File: src/rtl/gcse_pkg.sv
// shared types and constants for the graph contract/split engine
package gcse_pkg;

  localparam int MaxVerticesDefault = 32;
  localparam int VertexWidth = 5;
  localparam int CountWidth = 6;
  localparam logic [CountWidth-1:0] StartReset = 6'd32;

  typedef enum logic [2:0] {
    CMD_INIT     = 3'd0,
    CMD_ADD      = 3'd1,
    CMD_REMOVE   = 3'd2,
    CMD_QUERY    = 3'd3,
    CMD_MERGE    = 3'd4,
    CMD_CONTRACT = 3'd5,
    CMD_SPLIT    = 3'd6,
    CMD_NONE     = 3'd7
  } cmd_t;

  typedef enum logic [1:0] {
    ST_DONE    = 2'd0,
    ST_INVALID = 2'd1,
    ST_FULL    = 2'd2,
    ST_RSVD    = 2'd3
  } status_t;

  typedef struct packed {
    logic [2:0]             cmd;
    logic [VertexWidth-1:0] first_vertex;
    logic [VertexWidth-1:0] second_vertex;
  } in_word_t;

  typedef struct packed {
    logic                  edge_present;
    logic [CountWidth-1:0] vertex_count;
    logic [1:0]            status;
  } out_word_t;

endpackage

File: src/rtl/graph_contract_split_engine_top.sv
// top level of the graph contract/split engine: sequencer around a row memory
//
//  channel | ports                          | handshake
//  in      | start, busy, in_word           | taken when start && !busy
//  out     | out_strobe, out_word           | one-cycle strobe, no backpressure
//  cfg     | cfg_valid, cfg_ready, cfg_data | write when cfg_valid && cfg_ready
//
// after reset a clearing pass writes zero to every row, busy high
// init also sweeps all rows, busy high
// add/remove step through read u, read v, write u, write v, done; query through read u, read v, done
// merge/contract/split sweep the live rows through the single memory port
//   (each live row is read once and written back at most once)
// the result strobe comes in the cycle after the done cycle; the receiver cannot stall
module graph_contract_split_engine_top
  import gcse_pkg::*;
#(
  parameter int MaxVertices = MaxVerticesDefault
) (
  input  logic                  clk,
  input  logic                  rst_n,
  input  logic                  start,
  output logic                  busy,
  input  in_word_t              in_word,
  output logic                  out_strobe,
  output out_word_t             out_word,
  input  logic                  cfg_valid,
  output logic                  cfg_ready,
  input  logic [CountWidth-1:0] cfg_data
);

  localparam int AW = $clog2(MaxVertices);
  localparam int NW = $clog2(MaxVertices + 1);
  localparam logic [NW-1:0] MaxN = NW'(MaxVertices);

  typedef enum logic [3:0] {
    S_CLEAR, S_IDLE, S_RD_U, S_RD_V, S_WR_U, S_WR_V,
    S_SCAN_RD, S_SCAN_WR, S_FIN_A, S_FIN_B, S_DONE
  } state_t;

  state_t state_r, state_nxt;
  logic [CountWidth-1:0] start_r;
  logic [NW-1:0]         live_r, live_nxt;
  cmd_t                  cmd_r;
  logic [AW-1:0]         u_r, v_r;
  logic [MaxVertices-1:0] row_u_r, row_v_r;
  logic [AW:0]           idx_r, idx_nxt;
  logic [1:0]            status_r, status_nxt;
  logic                  present_r, present_nxt;
  logic                  stall_r;

  logic                  wr_en;
  logic [AW-1:0]         wr_addr;
  logic [MaxVertices-1:0] wr_data, rd_data;
  logic                  rd_en;
  logic [AW-1:0]         rd_addr;

  gcse_row_mem #(.Depth(MaxVertices), .AddrWidth(AW)) u_mem (
    .clk, .wr_en, .wr_addr, .wr_data,
    .rd_en, .rd_addr, .rd_data
  );

  // vertices supplied as 5 bits; at or beyond the live count is invalid
  logic [NW+4:0] u_ext, v_ext;
  logic in_valid_u, in_valid_v;
  assign u_ext = (NW+5)'(in_word.first_vertex);
  assign v_ext = (NW+5)'(in_word.second_vertex);
  assign in_valid_u = u_ext < (NW+5)'(live_r);
  assign in_valid_v = v_ext < (NW+5)'(live_r);

  // bit helpers
  function automatic logic [MaxVertices-1:0] bit_at(input logic [AW:0] i);
    logic [MaxVertices-1:0] b;
    b = '0;
    if (i < (AW+1)'(MaxVertices)) b[i[AW-1:0]] = 1'b1;
    return b;
  endfunction

  function automatic logic [MaxVertices-1:0] drop_bit(input logic [MaxVertices-1:0] x,
                                                       input logic [AW-1:0] v);
    logic [MaxVertices-1:0] lowm;
    lowm = bit_at((AW+1)'(v)) - 1'b1;
    return (x & lowm) | ((x >> 1) & ~lowm);
  endfunction

  localparam logic [MaxVertices-1:0] EvenMask = MaxVertices'({(MaxVertices+1)/2{2'b01}});

  logic [AW:0] scan_i;
  logic [MaxVertices-1:0] bu, bv, bn, joined, ev, od, rowx;
  assign scan_i = idx_r - 1'b1;          // row returned by the memory in S_SCAN_WR
  assign bu = bit_at((AW+1)'(u_r));
  assign bv = bit_at((AW+1)'(v_r));
  assign bn = bit_at((AW+1)'(live_r));
  assign joined = (row_u_r | row_v_r) & ~(bu | bv);
  assign ev = row_v_r & ~bv & EvenMask;
  assign od = row_v_r & ~bv & ~EvenMask;

  logic is_merge;
  assign is_merge = (cmd_r == CMD_MERGE) || (cmd_r == CMD_CONTRACT);

  assign busy = (state_r != S_IDLE);
  assign cfg_ready = 1'b1;

  // memory control and next-state logic
  always_comb begin
    rd_en = 1'b0;
    rd_addr = '0;
    wr_en = 1'b0;
    wr_addr = '0;
    wr_data = '0;
    rowx = rd_data;
    idx_nxt = idx_r;
    state_nxt = state_r;
    live_nxt = live_r;
    status_nxt = status_r;
    present_nxt = present_r;
    unique case (state_r)
      S_CLEAR: begin
        wr_en = 1'b1;
        wr_addr = idx_r[AW-1:0];
        idx_nxt = idx_r + 1'b1;
        if (idx_r == (AW+1)'(MaxVertices - 1)) state_nxt = S_DONE;
      end
      S_IDLE: begin
        idx_nxt = '0;
        rd_en = 1'b1;
        rd_addr = AW'(in_word.first_vertex);
      end
      S_RD_U: begin
        // rd_data is row u
        rd_en = 1'b1;
        rd_addr = v_r;
        state_nxt = S_RD_V;
      end
      S_RD_V: begin
        // row_u_r holds row u, rd_data is row v
        present_nxt = (cmd_r == CMD_QUERY) && ((row_u_r & bv) != '0);
        unique case (cmd_r)
          CMD_ADD, CMD_REMOVE: state_nxt = S_WR_U;
          CMD_QUERY: state_nxt = S_DONE;
          CMD_CONTRACT: begin
            if ((row_u_r & bv) == '0) begin
              status_nxt = ST_INVALID;
              state_nxt = S_DONE;
            end else begin
              state_nxt = S_WR_U;
            end
          end
          default: state_nxt = S_WR_U;
        endcase
      end
      S_WR_U: begin
        // rd_data is row v, row_u_r holds row u
        unique case (cmd_r)
          CMD_ADD, CMD_REMOVE: begin
            wr_en = 1'b1;
            wr_addr = u_r;
            wr_data = (cmd_r == CMD_ADD) ? (row_u_r | bv) : (row_u_r & ~bv);
            state_nxt = S_WR_V;
          end
          default: begin
            // merge/contract/split: start the row sweep
            rd_en = 1'b1;
            rd_addr = '0;
            idx_nxt = (AW+1)'(1);
            state_nxt = S_SCAN_WR;
          end
        endcase
      end
      S_WR_V: begin
        wr_en = 1'b1;
        wr_addr = v_r;
        wr_data = (cmd_r == CMD_ADD) ? (row_v_r | bu) : (row_v_r & ~bu);
        state_nxt = S_DONE;
      end
      S_SCAN_RD: begin
        rd_en = 1'b1;
        rd_addr = idx_r[AW-1:0];
        idx_nxt = idx_r + 1'b1;
        state_nxt = S_SCAN_WR;
      end
      S_SCAN_WR: begin
        // rd_data is row scan_i; rows written at or below scan_i never read again
        if (is_merge) begin
          if (scan_i[AW-1:0] == u_r) begin
            rowx = joined;
          end else begin
            rowx = rd_data | (((rd_data & bv) != '0) ? bu : '0);
          end
          wr_en = (scan_i[AW-1:0] != v_r);
          wr_addr = (scan_i > (AW+1)'(v_r)) ? AW'(scan_i - 1'b1) : scan_i[AW-1:0];
          wr_data = drop_bit(rowx, v_r);
        end else begin
          wr_en = ((ev & bit_at(scan_i)) != '0);
          wr_addr = scan_i[AW-1:0];
          wr_data = (rd_data & ~bv) | bn;
        end
        if (idx_r >= (AW+1)'(live_r)) state_nxt = S_FIN_A;
        else state_nxt = S_SCAN_RD;
      end
      S_FIN_A: begin
        wr_en = 1'b1;
        if (is_merge) begin
          wr_addr = AW'(live_r - 1'b1);
          wr_data = '0;
          live_nxt = live_r - 1'b1;
          state_nxt = S_DONE;
        end else begin
          wr_addr = v_r;
          wr_data = od | bn;
          state_nxt = S_FIN_B;
        end
      end
      S_FIN_B: begin
        wr_en = 1'b1;
        wr_addr = AW'(live_r);
        wr_data = ev | bv;
        live_nxt = live_r + 1'b1;
        state_nxt = S_DONE;
      end
      S_DONE: state_nxt = S_IDLE;
      default: state_nxt = S_IDLE;
    endcase
  end

  always_ff @(posedge clk) begin
    if (!rst_n) begin
      state_r <= S_CLEAR;
      start_r <= StartReset;
      live_r <= (int'(StartReset) > MaxVertices) ? MaxN : NW'(StartReset);
      idx_r <= '0;
      status_r <= ST_DONE;
      present_r <= 1'b0;
      stall_r <= 1'b1;
      out_strobe <= 1'b0;
      cmd_r <= CMD_NONE;
    end else begin
      if (cfg_valid && cfg_ready) start_r <= cfg_data;
      out_strobe <= 1'b0;
      idx_r <= idx_nxt;
      live_r <= live_nxt;
      status_r <= status_nxt;
      present_r <= present_nxt;
      state_r <= state_nxt;
      if (state_r == S_DONE) begin
        out_strobe <= !stall_r;
        stall_r <= 1'b0;
      end
      if (state_r == S_RD_U) row_u_r <= rd_data;
      if (state_r == S_WR_U) row_v_r <= rd_data;
      if (state_r == S_IDLE && start) begin
        cmd_r <= cmd_t'(in_word.cmd);
        u_r <= AW'(in_word.first_vertex);
        v_r <= AW'(in_word.second_vertex);
        status_r <= ST_DONE;
        present_r <= 1'b0;
        unique case (cmd_t'(in_word.cmd))
          CMD_INIT: begin
            idx_r <= '0;
            live_r <= (int'(start_r) > MaxVertices) ? MaxN : NW'(start_r);
            state_r <= S_CLEAR;
          end
          CMD_ADD, CMD_MERGE, CMD_CONTRACT: begin
            if (!in_valid_u || !in_valid_v ||
                in_word.first_vertex == in_word.second_vertex) begin
              status_r <= ST_INVALID;
              state_r <= S_DONE;
            end else begin
              state_r <= S_RD_U;
            end
          end
          CMD_REMOVE, CMD_QUERY: begin
            if (!in_valid_u || !in_valid_v) begin
              status_r <= ST_INVALID;
              state_r <= S_DONE;
            end else if (in_word.first_vertex == in_word.second_vertex) begin
              state_r <= S_DONE;
            end else begin
              state_r <= S_RD_U;
            end
          end
          CMD_SPLIT: begin
            if (!in_valid_v) begin
              status_r <= ST_INVALID;
              state_r <= S_DONE;
            end else if (live_r >= MaxN) begin
              status_r <= ST_FULL;
              state_r <= S_DONE;
            end else begin
              u_r <= AW'(in_word.second_vertex);
              state_r <= S_RD_U;
            end
          end
          default: begin
            status_r <= ST_INVALID;
            state_r <= S_DONE;
          end
        endcase
      end
    end
  end

  // split only uses row v, read in S_RD_U and held in row_v_r; row_u_r is not used there

  always_comb begin
    out_word.edge_present = present_r;
    out_word.vertex_count = CountWidth'(live_r);
    out_word.status = status_r;
  end

`ifndef SYNTH
  a_live_bound: assert property (@(posedge clk) disable iff (!rst_n)
    live_r <= MaxN) else $error("live count above capacity");
  a_strobe_idle: assert property (@(posedge clk) disable iff (!rst_n)
    out_strobe |-> $past(state_r) == S_DONE) else $error("strobe outside done");
  a_merge_dec: assert property (@(posedge clk) disable iff (!rst_n)
    (state_r == S_FIN_A && is_merge) |=> live_r == $past(live_r) - 1'b1)
    else $error("merge count slip");
  a_no_accept_busy: assert property (@(posedge clk) disable iff (!rst_n)
    (state_r == S_SCAN_RD) |-> busy) else $error("accept during sweep");
`endif

endmodule

File: src/rtl/gcse_row_mem.sv
// adjacency row memory, one write port, one registered read port
module gcse_row_mem
  import gcse_pkg::*;
#(
  parameter int Depth = MaxVerticesDefault,
  parameter int AddrWidth = $clog2(Depth)
) (
  input  logic                 clk,
  input  logic                 wr_en,
  input  logic [AddrWidth-1:0] wr_addr,
  input  logic [Depth-1:0]     wr_data,
  input  logic                 rd_en,
  input  logic [AddrWidth-1:0] rd_addr,
  output logic [Depth-1:0]     rd_data
);

  logic [Depth-1:0] mem [Depth];

  always_ff @(posedge clk) begin
    if (wr_en) begin
      mem[wr_addr] <= wr_data;
    end
    if (rd_en) begin
      rd_data <= mem[rd_addr];
    end
  end

endmodule

File: config.mk
export PLATFORM = sky130hd
export DESIGN_NAME = graph_contract_split_engine_top
export DESIGN_NICKNAME = d
export VERILOG_FILES = /design/src/rtl/gcse_pkg.sv /design/src/rtl/graph_contract_split_engine_top.sv /design/src/rtl/gcse_row_mem.sv
export SDC_FILE = /design/constraint.sdc
export NUM_CORES = 2
export LEC_CHECK = 0
export ABC_CLOCK_PERIOD_IN_PS = 9500
export BUFFER_PORTS_ARGS = -buffer_cell sky130_fd_sc_hd__buf_2
export CAP_MARGIN = 25
export CORE_AREA = 2 2 384 386
export CTS_CLUSTER_DIAMETER = 120
export DETAILED_ROUTE_END_ITERATION = 8
export DIE_AREA = 0 0 386 388
export GPL_TIMING_DRIVEN = 1
export SYNTH_ARGS = -nofsm -noshare
export SYNTH_HDL_FRONTEND = slang
export SYNTH_SLANG_ARGS = --single-unit
File: constraint.sdc
create_clock -name clk -period 9.5 [get_ports clk]
set_input_delay 0.475 -clock clk [delete_from_list [all_inputs] [get_ports clk]]
set_output_delay 0.475 -clock clk [all_outputs]
set_load 0.05 [all_outputs]
==> impl_metrics.csv <==
group,metric,value,unit
floorplanning,die_h,388,um
worst_hold_path,hp-start,"in_word[3]",
floorplanning,die_w,386,um
route,wl_per_cell,28.4,um
floorplanning,rows,140,
synth,synth_common_cells,"edfxtp_1 (1,130), nand2_1 (365), mux4_2 (187), nand3_1 (187), nor2_1 (171)",
cts,insertion_delay,0.74,ns
finish,drive_gt1_share,17.2,%
route,initialDrtViolationCount,4604,
critical_path,critical-path-top-delay-family,"simple AND/OR/NAND/NOR gates",
route,totalWireLength,155000,um
place,place_inst,5255,
cts,cts_tree,"built",
cts,cts_htree_levels,3,
critical_path,cp_slowest_cell,"nor2_4",
route,dr.pass1.iters,8,
synth,synth.avg_cell_area,14.7,um2
global_route,grt_usage,20.4,%
cts,cts_sinks,1160,
global_route,grt_max_degree,94,
synth,synth.most_common_cell,"edfxtp_1",
synth,synthesis.nets,3495,
sta,setup_viol,0,
cts,cts_max_path_buffers,3,
global_route,grt_pass1_wl,224000,um
sta,hold_viol_final,0,
power,pwr-share-clk,26.3,%
power,p_sw,5.97,mW
critical_path,max_stage_delay,0.67,ns
critical_path,r2r_slack,3.68,ns
synth,synth.distinct_cells,95,
sta,worst_slack,3.68,ns
power,power.internal,10.8,mW
synth,synth_edf_count,1130,
sta,finalCriticalPeriod,5.82,ns
sta,relSlewSlack,21.1,%
synth,syn_inst,3442,
synth,seq_area_frac_synth,68.0,%
place,hpwlAfterDp,95500,um
sta,period_share,61.3,%
synth,syn_area,50800,um2
finish,nNetsFinal,3525,
worst_hold_path,holdCritPathClass,"in2reg",
critical_path,arrival,6.20,ns
global_route,grt-ovfl-total,0,
synth,synth-seq-cells,1160,
sta,skew,0.0504,ns
global_route,antenna_found_initial,4,
worst_hold_path,hold_depth,1,
synth,synth_area_leader_cell,"edfxtp_1",
critical_path,cp-startpoint,"idx_r[0]$_SDFF_PN0_",
cts,cts_root_buf,"clkbuf_16",
finish,area_growth,13.5,%
route,postRouteAntennaNets,0,
power,max-vdd-ir-drop,0.230,mV
worst_hold_path,min_to,"v_r[3]$_DFFE_PP_",
critical_path,reg2reg_from,"idx_r[0]$_SDFF_PN0_",
route,drc,0,
power,p_leak,18.1,nW
place,routabilityCongestion,0.981,
synth,netlist_top_cells_area,"edfxtp_1 (67%), mux4_2 (8.3%), nand2_1 (2.7%), nand3_1 (1.8%), a22oi_1 (1.7%)",
synth,yosysTopAreaCellShare,66.9,%
run,maxCapViolCount,0,
floorplanning,start_util,35.0,%
sta,rsz0062_at_grt,"false",
cts,cts_buffers,113,
critical_path,r2r_cells,15,
finish,fin_cells,5477,
place,post-place-ws,3.76,ns
critical_path,endpoint_kind,"flip-flop",
outcome,status,"complete, no violations",
synth,ys_warn_count,0,
power,power_density,292,nW/um2
route,viasPerCell,5.96,
synth,synth-async-reset-ratio,0,%
critical_path,crit_chain,"inv_1, ha_1, nor3b_1, xnor2_1, inv_1, ha_1, and4_1, a21o_1, o21ai_0, a21oi_2, xnor2_1, a221oi_2, nand2_1, nor2_4, buf_4",
power,p_comb_share,33.1,%
sta,drv_slew,0,
critical_path,path_class,"reg2reg",
critical_path,crit_buf_inv,3,
sta,max_freq,172,MHz
cts,clkTransAtPathRegs,0.06,ns
route,num_vias,32649,
power,swShare,35.5,%
synth,synth_ff_type,"edfxtp_1",
floorplanning,coreArea,145000,um2
critical_path,cp_max_fo,19,
critical_path,worstPathRequired,9.88,ns
floorplanning,io_pins,35,
cts,post_cts_buffers,0,
power,pwr-share-seq,40.7,%
global_route,grt_pass1_vias,31076,
place,portBuffers,33,
sta,finalSetupTns,0,ns
critical_path,reg2reg_to,"u_mem.mem[4][23]$_DFFE_PP_",
critical_path,start_kind,"flip-flop",
cts,ctsResizeCount,0,
sta,tightest_slew,1.18,ns
floorplanning,dieArea,150000,um2
[logic make-up (layout without fill, tap and decap cells)]
| family | Yosys count | in the layout | share of synthesized area (%) |
|---|---|---|---|
| other cells | 1 | 2 | 0.00739 |
| flops | 1160 | 1160 | 68.0 |
| mux | 244 | 244 | 9.45 |
| compound gates | 724 | 724 | 9.81 |
| fa+ha+maj | 31 | 31 | 0.759 |
| xor+xnor | 30 | 30 | 0.562 |
| simple gates | 987 | 987 | 9.21 |
| buf+inv | 265 | 382 | 2.16 |
[worst max path at each step]
stage | to | depth (start not counted)
6_report | u_mem.mem[4][23]$_DFFE_PP_ | 15
5_1_grt | u_mem.mem[4][23]$_DFFE_PP_ | 15
4_1_cts | u_mem.mem[28][29]$_DFFE_PP_ | 14
3_5_place_dp | u_mem.mem[28][29]$_DFFE_PP_ | 14
3_3_place_gp | u_mem.mem[18][29]$_DFFE_PP_ | 14
2_1_floorplan | u_mem.mem[20][0]$_DFFE_PP_ | 14
[per-stage QoR]
step / utilization [%] / hold WS (ns) / cell area, um2 / power (mW)
finish: 39.7 / 0.0452 / 57600 / 16.8
global route: 39.7 / 0.0227 / 57600 / 17.5
CTS: 39.5 / 0.0105 / 57300 / 16.9
detailed placement: 37.0 / 0.434 / 53700 / 12.5
global placement: 36.9 / 0.431 / 53600 / 12.4
floorplan: - / 0.400 / 50800 / 10.3
[worst reg2reg max path, delay by kind of cell (launching register included)]
kind            cells  cell delay, ns
simple gates        4            1.72
compound gates      4            1.21
buf+inv             3            0.76
flops               1            0.63
fa+ha+maj           2            0.60
xor+xnor            2            0.53
[routing by layer]
layer / global-route usage, % / up-vias / wire length [um]
li1: - / 13762 / -
met1: 29.5 / 16756 / 65500
met2: 30.6 / 1802 / 69700
met3: 4.40 / 329 / 15100
met4: 6.15 / 0 / 5070
met5: 0 / - / 0
[sequential cells by signal, indices dropped and copies added (netlist names)]
name,count
out_strobe,1
present_r,1
state_r,4
stall_r,1
live_r,6
u_r,5
idx_r,6
status_r,2
u_mem.mem,1024
row_u_r,32
cmd_r,3
row_v_r,32
u_mem.rd_data,32
start_r,6
v_r,5
[cells in the final DEF, fill, tap and decap left out, drive strengths merged, types with 28 or more instances in the layout]
| cell | netlist | layout |
|---|---|---|
| a221oi | 32 | 32 |
| a21oi | 133 | 133 |
| clkbuf | 139 | 147 |
| o22ai | 32 | 32 |
| nor3 | 73 | 73 |
| nand2 | 365 | 365 |
| mux2i | 44 | 44 |
| edfxtp | 1130 | 1130 |
| o21a | 32 | 32 |
| o21ai | 148 | 148 |
| nand3 | 187 | 187 |
| buf | 94 | 141 |
| clkinv | 5 | 49 |
| mux4 | 187 | 187 |
| a22oi | 115 | 115 |
| ha | 30 | 30 |
| nor2 | 171 | 171 |
| inv | 27 | 28 |
| a22o | 38 | 38 |
| dfxtp | 30 | 30 |
[final cells by class]
class                      count  area [um2]
fill                       13248       87600
sequential                  1160       34500
multi-input combinational   2017       15700
clock buffer                 146        3050
tap                         1917        2400
timing repair buffer         148        1300
clock inverter                56         557
inverter                      32         120
antenna                        1        2.50
[power by group through the flow]
stage	Combinational, mW	Clock, mW	Sequential (mW)
after floorplan	3.58	0	6.72
after global placement	5.49	0	6.91
after detailed placement	5.54	0	6.92
after CTS	5.56	4.48	6.81
after global routing	5.95	4.67	6.86
final	5.56	4.41	6.84
[repair_timing]
item	4_1_cts	5_1_grt
setup endpoints to repair	0	0
endpoints found under the hold margin	6	0
hold buffers	6	0
No activity file was read; power rests on OpenSTA's default activity.
